**src/tcw_pkg.sv**
```systemverilog
// Shared constants, types and codes of the text console writer.
package tcw_pkg;

  localparam int COLUMNS     = 80;
  localparam int ROWS        = 25;
  localparam int CELLS       = ROWS * COLUMNS;
  localparam int COPY_CELLS  = (ROWS - 1) * COLUMNS;
  localparam int ADDR_W      = $clog2(CELLS);
  localparam int ROW_W       = (ROWS > 1) ? $clog2(ROWS) : 1;
  localparam int COL_W       = $clog2(COLUMNS);
  localparam int POS_W       = 11;
  localparam int QUEUE_DEPTH = 2;
  localparam int QPTR_W      = $clog2(QUEUE_DEPTH);
  localparam int QCNT_W      = $clog2(QUEUE_DEPTH + 1);

  localparam logic [7:0] NEWLINE_CODE = 8'd10;
  localparam logic [7:0] SPACE_CODE   = 8'h20;

  typedef enum logic [1:0] {
    OP_READ,
    OP_NEWLINE,
    OP_CHAR
  } op_e;

  typedef enum logic [2:0] {
    ST_ZERO,
    ST_IDLE,
    ST_RDATA,
    ST_COPY,
    ST_BLANK,
    ST_RESULT
  } state_e;

  typedef struct packed {
    op_e              op;
    logic [7:0]       code;
    logic [7:0]       attr;
    logic [ROW_W-1:0] row;
    logic [COL_W-1:0] col;
    logic             in_range;
  } cmd_t;

endpackage

```
**src/tcw_queue.sv**
```systemverilog
// Short command queue between the front end and the screen engine.
module tcw_queue (
  input  logic          clk_i,
  input  logic          rst_ni,
  input  logic          push_valid_i,
  output logic          push_stall_o,
  input  tcw_pkg::cmd_t push_cmd_i,
  output logic          pop_valid_o,
  input  logic          pop_i,
  output tcw_pkg::cmd_t pop_cmd_o
);

  logic [tcw_pkg::QCNT_W-1:0] count_q, count_d;
  logic [tcw_pkg::QPTR_W-1:0] wptr_q, wptr_d, rptr_q, rptr_d;
  tcw_pkg::cmd_t              entry_q [tcw_pkg::QUEUE_DEPTH];
  logic                       push, pop;

  assign push_stall_o = (count_q == tcw_pkg::QCNT_W'(tcw_pkg::QUEUE_DEPTH));
  assign pop_valid_o  = (count_q != '0);
  assign push         = push_valid_i & ~push_stall_o;
  assign pop          = pop_i & pop_valid_o;
  assign pop_cmd_o    = entry_q[rptr_q];

  always_comb begin
    wptr_d  = wptr_q;
    rptr_d  = rptr_q;
    count_d = count_q;
    if (push) begin
      wptr_d = (int'(wptr_q) == tcw_pkg::QUEUE_DEPTH - 1) ? '0 :
               wptr_q + tcw_pkg::QPTR_W'(1);
    end
    if (pop) begin
      rptr_d = (int'(rptr_q) == tcw_pkg::QUEUE_DEPTH - 1) ? '0 :
               rptr_q + tcw_pkg::QPTR_W'(1);
    end
    if (push && !pop) begin
      count_d = count_q + tcw_pkg::QCNT_W'(1);
    end else if (pop && !push) begin
      count_d = count_q - tcw_pkg::QCNT_W'(1);
    end
  end

  always_ff @(posedge clk_i or negedge rst_ni) begin
    if (!rst_ni) begin
      count_q <= '0;
      wptr_q  <= '0;
      rptr_q  <= '0;
    end else begin
      count_q <= count_d;
      wptr_q  <= wptr_d;
      rptr_q  <= rptr_d;
    end
  end

  always_ff @(posedge clk_i) begin
    if (push) begin
      entry_q[wptr_q] <= push_cmd_i;
    end
  end

endmodule

```
**config.mk**
```make
export PLATFORM = sky130hd
export DESIGN_NAME = tcw_queue
export DESIGN_NICKNAME = d
export VERILOG_FILES = /design/src/tcw_pkg.sv /design/src/tcw_queue.sv
export SDC_FILE = /design/constraint.sdc
export NUM_CORES = 1
export LEC_CHECK = 0
export BUFFER_PORTS_ARGS = -buffer_cell sky130_fd_sc_hd__buf_2
export CAP_MARGIN = 25
export CORE_MARGIN = 3
export CORE_UTILIZATION = 56
export CTS_BUF_LIST = sky130_fd_sc_hd__clkbuf_16
export DETAILED_ROUTE_END_ITERATION = 10
export GPL_TIMING_DRIVEN = 0
export HOLD_SLACK_MARGIN = 0.03
export PLACE_DENSITY = 0.84
export SYNTH_ARGS = -nofsm -noshare
export SYNTH_HDL_FRONTEND = slang
export SYNTH_SLANG_ARGS = --single-unit
```
**constraint.sdc**
```tcl
create_clock -name clk_i -period 3.7 [get_ports clk_i]
set_clock_uncertainty 0.1 [all_clocks]
set_input_delay 0.185 -clock clk_i [delete_from_list [all_inputs] [get_ports clk_i]]
set_output_delay 0.185 -clock clk_i [all_outputs]
set_load 0.01 [all_outputs]
```
Word-level counts from Yosys, hierarchy flattened. Memories as Yosys holds them, arrays and structs flattened. Index checks and enable logic that the tools add are counted. Widths: inputs -> output; s select.

$add $sub $neg: 4. Equality and inequality tests: 1. Muxes and demuxes: 6. Bitwise gates (word level): 3. Reduce and logical (&&, ||, !) cells: 6.

Operator list (count): $mux 1 (4); $mux 2 (2); $reduce_bool 2->1 (2); $add 1x1->1 const B (2); $add 2x1->2 const B (1); $and 1x1->1 (2); $eq 2x2->1 const B (1); $logic_and 1x1->1 (2); $logic_not 1->1 (2); $sub 2x1->2 const B (1); $not 1->1 (1).

Bits in registers: 4. RAM bits: 62. Word-level logic and storage cells: 24. Memories kept: 1.

Memories: entry_q (depth 2, width 31, read ports 1, clocked after memory_dff 0, wr ports 1, RTL line tcw_queue.sv:15) `tcw_pkg::cmd_t entry_q [tcw_pkg::QUEUE_DEPTH];`.

Depth between registers and ports, before layout.
Word-level depth: 7. Depth in mapped cells: 7. Gate-level depth less buffers: 7.

Worst setup path before layout. OpenSTA, ideal clock, no wires.

Kind: register -> register. From: register count_q[0] in the netlist's numbering. To: memory entry_q[0][0] in the netlist's numbering, enable pin. Setup time: 0.419 ns. Arrival: 1.936 ns. Data required time: 3.181 ns. Path slack: 1.245 ns. Stages on the path, launching flop included: 4. Buffers on the path: 0. Cells stage by stage: dfrtp_1 nand2b_1 nand2_1 nor2_1.

Cells in the longest elaborated chain, start to end: 5.

RTL lines: start, declared (RTL line tcw_queue.sv:13) `logic [tcw_pkg::QCNT_W-1:0] count_q, count_d;`; start signal, assigned (RTL line tcw_queue.sv:49) `count_q <= count_d;`; $eq 2x2->1 (RTL line tcw_queue.sv:18) `assign push_stall_o = (count_q == tcw_pkg::QCNT_W'(tcw_pkg::QUEUE_DEPTH));`; $not 1->1 (RTL line tcw_queue.sv:20) `assign push = push_valid_i & ~push_stall_o;`; $and 1x1->1 (RTL line tcw_queue.sv:20); $mux 1 (RTL line tcw_queue.sv:56) `if (push) begin`; $mux 1 (not written as such) (RTL line tcw_queue.sv:57) `entry_q[wptr_q] <= push_cmd_i;`; end, declared (RTL line tcw_queue.sv:15).

Every way passes these cells.

Final worst setup path.
From: register count_q[0] in the netlist's numbering. To: memory entry_q[0][5] in the netlist's numbering, enable pin.

Same word-level chain as after synthesis.

==> impl_metrics.tcl <==
set metrics [dict create \
    status "finished clean" \
    h-tree-depth 3 \
    path_max_fanout 31 \
    die_height_um 74.03 \
    ys_seq_elements 66 \
    postCtsHoldBufs 33 \
    clkLatencyLatePin_ns 0.31 \
    rr_endpoint "entry_q[0][5]" \
    pre_cts_slack_ns 1.755 \
    intPower_uw 1992 \
    tns_ns 0 \
    synth_area_leader_cell "edfxtp_1" \
    cp.depth 3 \
    reg2reg_depth 3 \
    final_cell_count_no_fill 284 \
    die_x_um 74.03 \
    hpwl_um 2855 \
    path_cells "nand2b_1 > nand2_1 > nor2_4" \
    ant_nets 0 \
    numCtsBuffers 9 \
    postCtsResizedCells 0 \
    synthSimpleGateAreaFrac_pct 1.400 \
    critical_path_class "flop to flop" \
    synth_most_common_cell "edfxtp_1" \
    syn2layout_area_growth_pct 39.30 \
    timing.final.crit_period_ns 1.919 \
    drt_iter0_markers 89 \
    synth.top_cell.area_share_pct 71.85 \
    path_clk_slew_ns 0.05 \
    end_kind "flop" \
    cts_tree "done" \
    drt-pass1-iter-count 4 \
    synth.distinct_cells 16 \
    wl_per_cell_um 17.47 \
    synth_compound_area_share_pct 0 \
    power_frac_seq_pct 39.4 \
    cap_violations 0 \
    hold-worst-slack_ns 0.09633 \
    drive_above_1_share_pct 50.00 \
    portBuffers 67 \
    grt_max_degree 32 \
    synth_fa_ha_area_share_pct 0.4829 \
    syn_nets 152 \
    vias_per_cell 5.074 \
    slew_violations 0 \
    fin_ws_ns 1.781 \
    root_buffer "clkbuf_16" \
    critPathMaxStageDelay_ns 0.72 \
    combPwrFrac_pct 35.1 \
    pwr-share-clk_pct 25.5 \
    reg2reg_slack_ns 1.78 \
    cts_setup_buffers 0 \
    cp-endpoint "entry_q[0][5]" \
    hold_violations 0 \
    dp.cells 236 \
    cp-startpoint "count_q[0]" \
    synth-edff-count 62 \
    relSlewSlack_pct 39.04 \
    avgSynthCellArea_um2 22.34 \
    grt_pass1_wl_um 7679 \
    powerDensity_nw_per_um2 768.6 \
    cp_slowest_cell "nor2_4" \
    synth_top_family_by_area "multiplexers" \
    core-area_um2 4414 \
    synthMuxAreaShare_pct 17.67 \
    vias 1441 \
    num_antenna_cells 0 \
    cts_num_sinks 66 \
    start_util_pct 58.70 \
    grt_pass1_vias 1585 \
    track_usage_pct 19.97 \
    crit_family "simple AND/OR/NAND/NOR gates" \
    die-area_um2 5480 \
    async_flop_share_pct 6.061 \
    place.gp.congestion 0.6810 \
    drc 0 \
    worstMarginPinSlew_ns 0.9122 \
    r2r_start "count_q[0]" \
    cp.required_ns 3.54 \
    min_path_type "input pin to asynchronous set/reset pin" \
    worstPathArrival_ns 1.76 \
    swShare_pct 28.19 \
    synth_xor_area_share_pct 1.690 \
    seq_area_frac_synth_pct 75.71 \
    ios 68 \
    clockBufferDepth 2 \
    post-route-period-util_pct 51.85 \
    switchingPower_uw 782.0 \
    max-vdd-ir-drop_mv 0.6148 \
    ys_top_cells_by_area "edfxtp_1, mux2_4, dfrtp_1" \
    synthTopCellsByCount "edfxtp_1, mux2_4, dfrtp_1, buf_12, xnor2_1" \
    ys_warn_count 0 \
    netlist_area_um2 2591 \
    antenna_found_initial 0 \
    rows 24 \
    setup_viol 0 \
    ys.flop_type "edfxtp_1" \
    syn_inst 116 \
    fmax_mhz 521.2 \
    routed_wl_um 4962 \
    overflow 0 \
    rsz0062_at_grt "no" \
    leakage_uw 0.001504 \
    startpoint_type "flop" \
    worst-path-buf-inv 0 \
    nNetsFinal 264 \
]
-- cells by family (layout without fill, tap and decap cells) --
group                      after synthesis  count (layout)
DFF                                     66              66
muxes                                   31              31
and+or+nand+nor                          7               7
buffers and inverters                    6             122
xor gates and xnor gates                 5               5
adders and majority gates                1               1
-- power groups by stage --
stage	logic, uW	registers, uW	clock network, uW
3_3_place_gp	889	1090	0
3_5_place_dp	941	1100	0
4_1_cts	973	1090	716
5_1_grt	1040	1110	749
2_1_floorplan	663	1080	0
6_report	973	1090	708
-- layer usage --
metal  GRT usage [%]  vias up  routed length, um
li1                -      672                  -
met1           22.06      706               1892
met2           35.83       56               2748
met3           5.000        7                242
met4           9.658        0                 78
met5               0        -                  0
-- worst min-delay path by stage --
stage,start,end,slack (ns)
after detailed placement,rst_ni,rptr_q,-0.10
final,rst_ni,count_q[0],0.1
after global routing,rst_ni,count_q[1],0.12
after floorplan,rst_ni,count_q[0],-0.21
after CTS,rst_ni,count_q[0],0.09
after global placement,rst_ni,rptr_q,-0.11
-- final cells by class --
type / count / area [um2]
fill: 231 / 804.5
clock inverter: 6 / 27.53
buffer: 4 / 71.32
tap: 52 / 65.06
timing repair buffer: 101 / 693.2
multi-input combinational: 44 / 558.0
clock buffer: 9 / 225.2
sequential: 66 / 1962
inverter: 2 / 7.507
-- through the flow --
step	instance area (um2)	util (%)	total power, uW
after floorplan	2591	-	1747
final	3610	81.77	2774
after detailed placement	3027	68.57	2046
after global placement	2992	67.77	1983
after CTS	3610	81.77	2780
after global routing	3610	81.77	2904
-- flip-flops by register name (all words and copies together) (netlist names) --
| signal | count |
|---|---|
| wptr_q | 1 |
| count_q | 2 |
| entry_q | 62 |
| rptr_q | 1 |
-- placed cells by master (no fill, tap or decap) --
cell type and count:
nand2_1 1, nand2b_1 1, nand2_2 1, clkinv_2 1, inv_1 4, clkinvlp_4 1
buf_12 3, edfxtp_1 62, xnor2_1 3, buf_6 1, nor2_1 1, dlygate4sd3_1 33
or2_1 1, ha_1 1, mux2_2 2, mux2_4 29, and3_1 1, clkbuf_16 9
nor2_4 1, clkinv_1 2, buf_16 1, xor2_1 2, dfrtp_1 4, buf_2 67
No activity file was read; power rests on OpenSTA's default activity.
